==> src/sv/tpdf_pkg.sv <==
// tpdf_pkg: constants and shared types for the tcp port drop filter
// no dependencies; used by tpdf_parse, tpdf_verdict and the top level
package tpdf_pkg;

  localparam int unsigned POS_W = 16;
  localparam int unsigned LEN_W = POS_W + 1;
  localparam int unsigned OFF_W = 7;

  localparam logic [POS_W-1:0] POS_MAX         = '1;
  localparam logic [POS_W-1:0] POS_ETYPE_HI    = 16'd12;
  localparam logic [POS_W-1:0] POS_ETYPE_LO    = 16'd13;
  localparam logic [POS_W-1:0] POS_IHL         = 16'd14;
  localparam logic [POS_W-1:0] POS_PROTO       = 16'd23;
  localparam logic [OFF_W-1:0] ETH_HDR_LEN     = 7'd14;
  localparam logic [OFF_W-1:0] TCP_HDR_LEN     = 7'd20;
  localparam logic [LEN_W-1:0] MIN_ETH_LEN     = 17'd14;
  localparam logic [LEN_W-1:0] MIN_IP_LEN      = 17'd34;
  localparam logic [15:0]      ETHERTYPE_IPV4  = 16'h0800;
  localparam logic [7:0]       PROTO_TCP       = 8'd6;
  localparam logic [15:0]      MATCH_PORT_RESET = 16'd4420;

  // frame fields as they stand once the current byte is taken in
  typedef struct packed {
    logic [LEN_W-1:0] len;
    logic [15:0]      ether_type;
    logic [7:0]       proto;
    logic [OFF_W-1:0] tcp_end;
    logic [15:0]      src_port;
    logic [15:0]      dst_port;
  } frame_view_t;

endpackage

==> src/sv/tpdf_parse.sv <==
// tpdf_parse: byte position tracking and header field capture
// depends on tpdf_pkg; feeds frame_view_t to tpdf_verdict
module tpdf_parse
  import tpdf_pkg::*;
(
  input  logic        clk,
  input  logic        rst,
  input  logic        take,
  input  logic [7:0]  data_byte,
  input  logic        last_byte,
  output frame_view_t view
);

  logic [POS_W-1:0] pos;
  logic [15:0]      ether_type;
  logic [3:0]       ihl;
  logic [7:0]       proto;
  logic [15:0]      src_port;
  logic [15:0]      dst_port;

  logic [15:0]      ether_type_next;
  logic [3:0]       ihl_next;
  logic [7:0]       proto_next;
  logic [15:0]      src_port_next;
  logic [15:0]      dst_port_next;
  logic [OFF_W-1:0] tcp_off;
  logic [POS_W-1:0] tcp_off_ext;
  logic             past_eth;

  // field capture for the incoming word
  always_comb begin
    ether_type_next = ether_type;
    ihl_next        = ihl;
    proto_next      = proto;
    src_port_next   = src_port;
    dst_port_next   = dst_port;

    if (pos == POS_ETYPE_HI) begin
      ether_type_next[15:8] = data_byte;
    end else if (pos == POS_ETYPE_LO) begin
      ether_type_next[7:0] = data_byte;
    end
    if (pos == POS_IHL) begin
      ihl_next = data_byte[3:0];
    end
    if (pos == POS_PROTO) begin
      proto_next = data_byte;
    end

    // tcp ports sit at 14 + 4*ihl, ihl taken after this word
    tcp_off     = ETH_HDR_LEN + {1'b0, ihl_next, 2'b00};
    tcp_off_ext = {{(POS_W-OFF_W){1'b0}}, tcp_off};
    past_eth    = (pos >= {{(POS_W-OFF_W){1'b0}}, ETH_HDR_LEN});

    if (past_eth) begin
      if (pos == tcp_off_ext) begin
        src_port_next[15:8] = data_byte;
      end else if (pos == tcp_off_ext + 16'd1) begin
        src_port_next[7:0] = data_byte;
      end else if (pos == tcp_off_ext + 16'd2) begin
        dst_port_next[15:8] = data_byte;
      end else if (pos == tcp_off_ext + 16'd3) begin
        dst_port_next[7:0] = data_byte;
      end
    end
  end

  // view of the frame including the current word
  always_comb begin
    view.len        = {1'b0, pos} + 17'd1;
    view.ether_type = ether_type_next;
    view.proto      = proto_next;
    view.tcp_end    = tcp_off + TCP_HDR_LEN;
    view.src_port   = src_port_next;
    view.dst_port   = dst_port_next;
  end

  // frame state, cleared after the last word
  always_ff @(posedge clk) begin
    if (rst) begin
      pos        <= '0;
      ether_type <= '0;
      ihl        <= '0;
      proto      <= '0;
      src_port   <= '0;
      dst_port   <= '0;
    end else if (take) begin
      if (last_byte) begin
        pos        <= '0;
        ether_type <= '0;
        ihl        <= '0;
        proto      <= '0;
        src_port   <= '0;
        dst_port   <= '0;
      end else begin
        if (pos != POS_MAX) begin
          pos <= pos + 16'd1;
        end
        ether_type <= ether_type_next;
        ihl        <= ihl_next;
        proto      <= proto_next;
        src_port   <= src_port_next;
        dst_port   <= dst_port_next;
      end
    end
  end

endmodule

==> src/sv/tpdf_verdict.sv <==
// tpdf_verdict: ordered pass/drop rules on the captured frame fields
// depends on tpdf_pkg; driven by tpdf_parse
module tpdf_verdict
  import tpdf_pkg::*;
(
  input  frame_view_t view,
  input  logic [15:0] match_port,
  output logic        drop
);

  // rules in priority order, first hit decides
  always_comb begin
    if (view.len < MIN_ETH_LEN) begin
      drop = 1'b0;
    end else if (view.ether_type != ETHERTYPE_IPV4) begin
      drop = 1'b0;
    end else if (view.len < MIN_IP_LEN) begin
      drop = 1'b1;
    end else if (view.proto != PROTO_TCP) begin
      drop = 1'b0;
    end else if (view.len < {{(LEN_W-OFF_W){1'b0}}, view.tcp_end}) begin
      drop = 1'b1;
    end else if (view.dst_port == match_port || view.src_port == match_port) begin
      drop = 1'b1;
    end else begin
      drop = 1'b0;
    end
  end

endmodule

==> src/sv/tcp_port_drop_filter_top.sv <==
// tcp_port_drop_filter_top: per-frame ipv4/tcp port filter, top level
// depends on tpdf_pkg, tpdf_parse and tpdf_verdict
//
// Usage:
//   s_* carries an ethernet frame one byte per word, starting at the
//   destination address; s_tlast marks the final byte of the frame.
//   m_* carries one verdict word per frame, bit 0 = drop (1) or pass (0).
//   match_port_we/match_port_wdata load the tcp port to block (either
//   direction); write it only while no frame is in flight.
// Timing:
//   one input word per cycle while s_tready is high. the verdict for a frame
//   appears on m_tvalid in the cycle after its last byte is accepted. every
//   byte updates the frame capture registers and the verdict is formed from
//   them in the same cycle, so there is no per-frame gap.
// Reset:
//   rst (synchronous) clears the frame capture state, empties the output
//   register and sets match_port to 4420.
// Stalls:
//   while m_tvalid is high and m_tready is low, s_tready is low.
module tcp_port_drop_filter_top
  import tpdf_pkg::*;
(
  input  logic        clk,
  input  logic        rst,
  // slave stream
  input  logic        s_tvalid,
  output logic        s_tready,
  input  logic [7:0]  s_tdata,   // [7:0] data_byte
  input  logic        s_tlast,   // last_byte
  // master stream
  output logic        m_tvalid,
  input  logic        m_tready,
  output logic [7:0]  m_tdata,   // [0] drop, [7:1] zero
  // configuration
  input  logic        match_port_we,
  input  logic [15:0] match_port_wdata
);

  logic [15:0] match_port;
  logic        take;
  logic        drop;
  logic        drop_reg;
  frame_view_t view;

  // output register frees when empty or being taken
  assign s_tready = !m_tvalid || m_tready;
  assign take     = s_tvalid && s_tready;

  // configuration register
  always_ff @(posedge clk) begin
    if (rst) begin
      match_port <= MATCH_PORT_RESET;
    end else if (match_port_we) begin
      match_port <= match_port_wdata;
    end
  end

  tpdf_parse u_parse (
    .clk       (clk),
    .rst       (rst),
    .take      (take),
    .data_byte (s_tdata),
    .last_byte (s_tlast),
    .view      (view)
  );

  tpdf_verdict u_verdict (
    .view       (view),
    .match_port (match_port),
    .drop       (drop)
  );

  // verdict output register
  always_ff @(posedge clk) begin
    if (rst) begin
      m_tvalid <= 1'b0;
    end else if (take && s_tlast) begin
      m_tvalid <= 1'b1;
    end else if (m_tready) begin
      m_tvalid <= 1'b0;
    end
  end

  always_ff @(posedge clk) begin
    if (take && s_tlast) begin
      drop_reg <= drop;
    end
  end

  assign m_tdata = {7'd0, drop_reg};

  // a last byte always yields a verdict in the next cycle
  a_last_gives_verdict: assert property (@(posedge clk) disable iff (rst)
    s_tvalid && s_tready && s_tlast |=> m_tvalid)
    else $error("verdict missing after last byte");

  // a taken verdict is not repeated unless a new frame ended
  a_no_repeat: assert property (@(posedge clk) disable iff (rst)
    m_tvalid && m_tready && !(s_tvalid && s_tready && s_tlast) |=> !m_tvalid)
    else $error("verdict repeated");

  // nothing comes out right after reset
  a_reset_empty: assert property (@(posedge clk)
    $past(rst) && !rst |-> !m_tvalid)
    else $error("output valid after reset");

endmodule

==> config.mk <==
export PLATFORM = sky130hd
export DESIGN_NAME = tcp_port_drop_filter_top
export DESIGN_NICKNAME = d
export VERILOG_FILES = /design/src/sv/tpdf_pkg.sv /design/src/sv/tpdf_parse.sv /design/src/sv/tpdf_verdict.sv /design/src/sv/tcp_port_drop_filter_top.sv
export SDC_FILE = /design/constraint.sdc
export NUM_CORES = 1
export LEC_CHECK = 0
export ABC_CLOCK_PERIOD_IN_PS = 5600
export BUFFER_PORTS_ARGS = -buffer_cell sky130_fd_sc_hd__buf_2
export CAP_MARGIN = 20
export CORE_MARGIN = 2
export CORE_UTILIZATION = 50
export CTS_CLUSTER_SIZE = 16
export DETAILED_ROUTE_END_ITERATION = 12
export PLACE_DENSITY = 0.68
export SLEW_MARGIN = 25
export SYNTH_ARGS = -nofsm -noshare
export SYNTH_HDL_FRONTEND = slang
export SYNTH_SLANG_ARGS = --single-unit
export TNS_END_PERCENT = 10
==> constraint.sdc <==
create_clock -name clk -period 5.6 [get_ports clk]
set_input_delay 0.28 -clock clk [delete_from_list [all_inputs] [get_ports clk]]
set_output_delay 0.28 -clock clk [all_outputs]
set_load 0.01 [all_outputs]
Yosys cells after proc, flatten, opt, wreduce, memory -nomap -nowiden
Cells that the tools add are included.
Storage, ports and cells
  output and inout bits: 10
  bits in registers: 94
Cells by class
  reductions and logical operators: 9
  $add $sub $neg: 7
  mux-type cells: 28
  equality and inequality tests: 13
  magnitude comparators: 4
Operator list (number)
  $mux W16: 9
  $mux W8: 11
  $eq A16 B16 Y1: 5
  $eq A16 B4 Y1 const B: 3
  $add A16 B1 Y17 const B: 1
  $lt A17 B4 Y1 const B: 1
  $lt A17 B6 Y1 const B: 1
  $lt A17 B7 Y1: 1
  $add A16 B1 Y16 const B: 1
  $add A7 B2 Y8 const B: 2
  $eq A16 B5 Y1 const B: 1
  $eq A16 B7 Y1: 1
  $ge A16 B4 Y1 const B: 1
  $ne A16 B12 Y1 const B: 1
  $ne A16 B16 Y1 const B: 1
  $add A7 B1 Y8 const B: 1
  $mux W4: 2
  $ne A8 B3 Y1 const B: 1
  $add A4 B6 Y7 const A: 1
  $add A7 B5 Y7 const B: 1
  $mux W1: 6
  $reduce_bool A2 Y1: 2
  $logic_and A1 B1 Y1: 2
  $logic_or A1 B1 Y1: 2
  other kinds (3): 3

Depth between registers and ports, before layout
Gate-level depths: netlist of the first run.
  word-level depth: 16
  depth in mapped cells: 19
  mapped depth without buffers: 17

By module
Synthesis of the first run repeated with hierarchy kept, for this count alone.
Second synthesis, totals
  cells, all modules: 673
  area, all modules: 5904.4 um^2
Modules (own cells, without submodules)
  tpdf_parse: cells each 526, instances 1, area each 4538.1 um^2
  tcp_port_drop_filter_top: cells each 68, instances 1, area each 732.0 um^2
  tpdf_verdict: cells each 79, instances 1, area each 634.4 um^2

Worst setup path after synthesis of the first run
OpenSTA, ideal clock, no wires.
  path type: reg-to-reg
  start point: reg u_parse.pos[0]
  end point: reg drop_reg (data pin)
  clock period less this slack: 4.092 ns
  cell stages (with the launch flop): 18
  arrival: 3.827 ns
  path slack: 1.508 ns
  data required time: 5.335 ns
  cell sequence: dfxtp_1 inv_1 ha_1 and3_1 and4_1 buf_6 mux2i_1 ha_1 clkbuf_1 or3b_2 a21o_1 and2_1 clkbuf_1 nor3_1 mux2_2 and3_1 a31oi_1 o41ai_2
On the way
  cells in the longest elaborated chain, start to end: 16
  elaborated cells between the ends (all ways): 43
  those cells by class: 6 x add/sub; 4 x order compare; 12 x eq/ne; 19 x mux; 2 x reduce/logical
RTL lines
  from (decl): line tpdf_parse.sv:14  | logic [POS_W-1:0] pos;
  from (signal assigned): line tpdf_parse.sv:97  | pos <= pos + 16'd1;
  $eq A16 B4 Y1: line tpdf_parse.sv:43  | if (pos == POS_IHL) begin
  $mux W4: line tpdf_parse.sv:43
  $add A4 B6 Y7: line tpdf_parse.sv:51  | tcp_off = ETH_HDR_LEN + {1'b0, ihl_next, 2'b00};
  $add A7 B2 Y8: line tpdf_parse.sv:62  | end else if (pos == tcp_off_ext + 16'd3) begin
  $eq A16 B16 Y1: line tpdf_parse.sv:62
  $mux W8: line tpdf_parse.sv:62
  $mux W8: line tpdf_parse.sv:60  | end else if (pos == tcp_off_ext + 16'd2) begin
  $mux W16: line tpdf_parse.sv:58  | end else if (pos == tcp_off_ext + 16'd1) begin
  $mux W16: line tpdf_parse.sv:56  | if (pos == tcp_off_ext) begin
  $mux W16: line tpdf_parse.sv:55  | if (past_eth) begin
  $eq A16 B16 Y1: line tpdf_verdict.sv:23  | end else if (view.dst_port == match_port || view.src_port == match_port) begin
  $logic_or A1 B1 Y1: line tpdf_verdict.sv:23
  $mux W1: line tpdf_verdict.sv:23
  $mux W1: line tpdf_verdict.sv:21  | end else if (view.len < {{(LEN_W-OFF_W){1'b0}}, view.tcp_end}) begin
  $mux W1: line tpdf_verdict.sv:19  | end else if (view.proto != PROTO_TCP) begin
  $mux W1: line tpdf_verdict.sv:17  | end else if (view.len < MIN_IP_LEN) begin
  to (signal assigned): line tcp_port_drop_filter_top.sv:86  | drop_reg <= drop;
  to (decl): line tcp_port_drop_filter_top.sv:42  | logic drop_reg;
Parallel ways exist; a longest one is shown, timed or not.
A chain may end at the register's enable or synchronous reset.

Worst setup path after layout of the first run
  start point: reg u_parse.pos[1]
  end point: reg drop_reg (data pin)
Same word-level chain as after synthesis.

==> flow_summary.json, run 1 <==
{
  "diodes": 0,
  "synth_area_leaders": "dfxtp_1 (33%), a22oi_1 (8.4%), nor2_1 (7.4%)",
  "postCtsSetupRepairBufs": 0,
  "yosysUniqueCellTypes": 67,
  "clk_pin_slew_ns": 0.09,
  "required_ns": 5.72,
  "crit_fanout": 12,
  "max_stage_delay_ns": 0.54,
  "netlist_area_um2": 5610,
  "total_power_mw": 1.24,
  "worstSetupPathType": "register to register",
  "cp-end-kind": "register",
  "maxSlewHeadroom": 0.393,
  "setup_viol": 0,
  "die_h_um": 110,
  "p_leak_nw": 2.30,
  "async_reset_ff_frac": 0,
  "start_util": 0.515,
  "avgSynthCellArea_um2": 8.26,
  "hold_violations": 0,
  "fin_crit_ns": 4.87,
  "hpwl_um": 11000,
  "cts_sinks": 94,
  "clock-root-buffer": "clkbuf_8",
  "drt_iter0_drc": 540,
  "ios": 40,
  "drt_pass1_iterations": 5,
  "drv_slew": 0,
  "num_vias": 5132,
  "drc": 0,
  "vias_per_cell": 6.24,
  "yosys.cell_count.top_type": "nor2_1",
  "final_layout_size_suffix_gt1_frac": 0.0997,
  "synth_edf_count": 1,
  "htree_levels": 3,
  "crit_path_start_kind": "register",
  "die_w_um": 110,
  "grt_max_degree": 54,
  "fin_nets": 717,
  "cp.arrival_ns": 4.99,
  "grt_pass1_vias": 4780,
  "synth_top_cell_by_area": "dfxtp_1",
  "numCtsBuffers": 9,
  "synth_flop_cell": "dfxtp_1",
  "timing.final.crit_share": 0.869,
  "path_cells": "ha_1 -> and3_1 -> and4_1 -> mux2i_1 -> ha_1 -> mux2_2 -> mux2i_1 -> a2bb2oi_1 -> and2_1 -> nor3_1 -> mux2_2 -> and3_1 -> a31oi_1 -> o41ai_2",
  "cts_hold_buf": 0,
  "ir_worst_vdd_mv": 0.196,
  "port_buffers": 32,
  "rsz0062_at_grt": "no",
  "tightest_slew_ns": 0.909,
  "cts_resized": 0,
  "yosysWarnings": 0,
  "maxCapViolCount": 0,
  "power_density_nw_per_um2": 209,
  "rows": 38,
  "tns_ns": 0,
  "place_ws_ns": 0.786,
  "synth_seq_cells": 94,
  "fp.dieArea_um2": 12100,
  "fp.coreArea_um2": 10900,
  "track_usage": 0.267,
  "clk_latency_ns": 0.38,
  "place_congestion": 0.928,
  "grt_pass1_wl_um": 24700,
  "cts_tree": "yes",
  "syn_to_final_growth_pct": 5.78,
  "syn_inst": 679,
  "drtAntennaViolNets": 0,
  "netlist_top_cells_count": "nor2_1 (111), dfxtp_1 (93), a22oi_1 (63), clkbuf_1 (36), mux2i_1 (33)",
  "fin_skew_ns": 0.0105,
  "wl_um": 15400,
  "worst_slack_ns": 0.734,
  "utilization": 0.545,
  "hold_path.class": "input port to register",
  "wl_per_cell_um": 18.8,
  "achievable-frequency_mhz": 206,
  "cts_buffer_depth": 2,
  "netlist.area_leader.share": 0.332,
  "status": "completed",
  "ys_seq_area_frac": 0.337,
  "cpMaxStageDelayCell": "and4_1",
  "grt_antenna_before_repair": 0,
  "grt_remaining_overflow": 0
}
[path summary, 6_finish.rpt]
check	startpoint	endpoint	slack [ns]	depth (start not counted)
setup / recovery	u_parse.pos[1]	drop_reg	0.73	14
hold / removal	match_port_wdata[8]	match_port[8]	0.12	3
setup reg to reg	u_parse.pos[1]	drop_reg	0.73	14
hold reg to reg	u_parse.ether_type[4]	u_parse.ether_type[4]	0.51	2
[logic make-up (layout without fill, tap and decap cells)]
logic type               Yosys count  after routing  share of synthesized area
flip-flops                        94             94                      0.337
multiplexers                      37             37                     0.0690
AO/OA/AOI/OAI                    156            156                      0.195
buffers and inverters             74             71                     0.0587
AND/OR/NAND/NOR                  259            259                      0.236
XOR/XNOR                          48             48                     0.0810
other                              1              7                   0.000669
adder cells (fa/ha/maj)           10             10                     0.0223
[routing by layer]
layer / wire length (um) / share of wire / GRT usage
met1: 7130 / 0.46 / 0.364
met2: 7090 / 0.46 / 0.413
met3: 868 / 0.056 / 0.0498
met4: 368 / 0.024 / 0.111
met5: 0 / 0 / 0
[stage by stage]
stage / instances / hold slack [ns] / instance area [um2]
final: 822 / 0.116 / 5930
after global routing: 822 / 0.109 / 5930
after CTS: 821 / 0.0982 / 5910
after detailed placement: 805 / 0.495 / 5730
after global placement: 805 / 0.479 / 5730
after floorplan: 685 / 0.409 / 5630
[worst max-delay path, delay by kind of cell (launching register included)]
family,cells,cell delay [ns]
AND/OR/NAND/NOR,5,1.43
flip-flops,1,0.49
AO/OA/AOI/OAI,3,0.41
multiplexers,4,1.43
adder cells (fa/ha/maj),2,0.84
[report_power, final]
| group | switching [mW] | internal [mW] | leakage (nW) | total (mW) |
|---|---|---|---|---|
| clock network | 0.246 | 0.176 | 0.0870 | 0.422 |
| logic | 0.0873 | 0.0418 | 1.45 | 0.129 |
| registers | 0.0141 | 0.677 | 0.762 | 0.691 |
[area by class of cell]
cell class | count | area (um2)
clock buffers | 12 | 145
clock inverters | 4 | 30.0
fillers | 1005 | 4960
inverters | 20 | 75.1
multi-input cells | 517 | 3420
flip-flops and latches | 94 | 1890
well taps | 140 | 175
repair buffers | 35 | 195
[cells in the final DEF, fill, tap and decap left out, types with 3 or more instances in the layout]
master and n:
nor3b_1 3, mux2i_1 33, ha_1 10, nor4_2 3, inv_1 20, conb_1 7, a211oi_1 5, a21o_1 7
or4_1 4, and3_1 5, mux2_2 3, nor3_1 22, nor4_1 14, nor2_1 111, a2111oi_0 3, xnor2_1 19
o21ai_0 14, dfxtp_1 93, nand3_1 12, buf_2 32, a21oi_1 28, o22ai_1 3, a221oi_1 4, xor2_1 26
nand4_1 15, nand2_1 23, clkbuf_8 10, nand2b_1 5, nand3b_1 7, o211ai_1 4, nor4b_1 3, and2_1 7
a22oi_1 63, and4_1 3, a31oi_1 4, nor2b_1 10, o21ai_1 4
No activity file was read; power rests on OpenSTA's default activity.
==> inputs of run 2 (changes only) <==
--- a/config.mk
+++ b/config.mk
@@ -12,6 +12,7 @@
 export CORE_UTILIZATION = 50
 export CTS_CLUSTER_SIZE = 16
 export DETAILED_ROUTE_END_ITERATION = 12
+export MAX_ROUTING_LAYER = met4
 export PLACE_DENSITY = 0.68
 export SLEW_MARGIN = 25
 export SYNTH_ARGS = -nofsm -noshare
==> flow_summary.json, run 2 (synthesis results as in run 1) <==
{
  "fin_nets": 716,
  "diodes": 0,
  "ir_worst_vdd_mv": 0.238,
  "hpwl_um": 10900,
  "cts_sinks": 94,
  "drt_pass1_iterations": 6,
  "drtAntennaViolNets": 0,
  "power_density_nw_per_um2": 211,
  "fin_crit_ns": 4.84,
  "final_common_cell": "nor2_1",
  "tns_ns": 0,
  "numCtsBuffers": 9,
  "syn_to_final_growth_pct": 5.60,
  "postCtsSetupRepairBufs": 0,
  "grt_remaining_overflow": 0,
  "place_congestion": 0.924,
  "setup_viol": 0,
  "cts_buffer_depth": 2,
  "utilization": 0.544,
  "cts_resized": 0,
  "port_buffers": 32,
  "fin_skew_ns": 0.00782,
  "die_w_um": 110,
  "ios": 40,
  "drv_slew": 0,
  "drt_iter0_drc": 474,
  "place_ws_ns": 0.855,
  "grt_pass1_wl_um": 24000,
  "start_util": 0.515,
  "cts_tree": "yes",
  "clk_pin_slew_ns": 0.09,
  "grt_pass1_vias": 4594,
  "clk_latency_ns": 0.38,
  "holdWs_ns": 0.115,
  "cp.arrival_ns": 4.97,
  "hold_violations": 0,
  "rsz0062_at_grt": "no",
  "fin_cells": 820,
  "crit_path_start_kind": "register",
  "maxSlewHeadroom": 0.403,
  "nFillCells": 1039,
  "drc": 0,
  "crit_fanout": 12,
  "post_dp_cell_area_um2": 5730,
  "vias_per_cell": 6.23,
  "required_ns": 5.73,
  "p_leak_nw": 2.30,
  "achievable-frequency_mhz": 207,
  "cp-end-kind": "register",
  "grt_max_degree": 56,
  "track_usage": 0.269,
  "htree_levels": 3,
  "wl_per_cell_um": 18.8,
  "postLayoutCellArea_um2": 5920,
  "dp.cells": 805,
  "grt_antenna_before_repair": 0,
  "final_cell_mix": "nor2_1 (111), dfxtp_1 (93), a22oi_1 (63)",
  "die_h_um": 110,
  "tightest_slew_ns": 0.893,
  "wl_um": 15400,
  "clock-root-buffer": "clkbuf_8",
  "timing.final.crit_share": 0.863,
  "final_layout_size_suffix_gt1_frac": 0.100,
  "status": "completed",
  "total_power_mw": 1.25,
  "rows": 38,
  "worstSetupPathType": "register to register",
  "worst_slack_ns": 0.765,
  "fp.coreArea_um2": 10900,
  "hold_path.class": "input port to register",
  "maxCapViolCount": 0,
  "fp.dieArea_um2": 12100,
  "num_vias": 5108,
  "cts_hold_buf": 0
}
## run 2: changes by cell type in the layout (fill, tap and decap cells not counted), sizes merged
cell / delta
buf: -1
clkinvlp: -1
clkinv: +1
clkbuf: -1
## run 2: layout make-up
cell class | instances | area, um2 | area share
Tap cell | 140 | 175 | 0.0296
Timing Repair Buffer | 34 | 178 | 0.0300
Clock buffer | 11 | 151 | 0.0256
Sequential cell | 94 | 1890 | 0.320
Multi-Input combinational cell | 517 | 3420 | 0.577
Clock inverter | 4 | 31.3 | 0.00528
Inverter | 20 | 75.1 | 0.0127
## run 2: power by group
part / switching [mW] / internal, mW / total [mW]
clock: 0.248 / 0.186 / 0.433
combinational: 0.0871 / 0.0406 / 0.128
sequential: 0.0140 / 0.677 / 0.691
## run 2: routing by layer
layer | track usage | share of wire
met5 | - | 0
met4 | 0.112 | 0.033
met3 | 0.0699 | 0.074
met2 | 0.395 | 0.45
met1 | 0.349 | 0.44
## run 2: final timing paths
check,start,cells past startpoint,slack [ns],endpoint
setup / recovery,u_parse.pos[1],14,0.76,drop_reg
hold / removal,match_port_wdata[8],3,0.11,match_port[8]
setup reg to reg,u_parse.pos[1],14,0.76,drop_reg
hold reg to reg,u_parse.ether_type[14],2,0.52,u_parse.ether_type[14]
## run 2: worst max-delay path, cell delays in order, from the launching register on
cell       delay [ns]
dfxtp_1          0.48
ha_1             0.35
and3_1           0.18
and4_1           0.52
mux2i_1          0.56
ha_1             0.51
mux2_2           0.38
mux2i_1          0.12
a2bb2oi_1        0.11
and2_1           0.22
nor3_1           0.31
mux2_2           0.38
and3_1           0.16
a31oi_1          0.20
o41ai_2          0.10
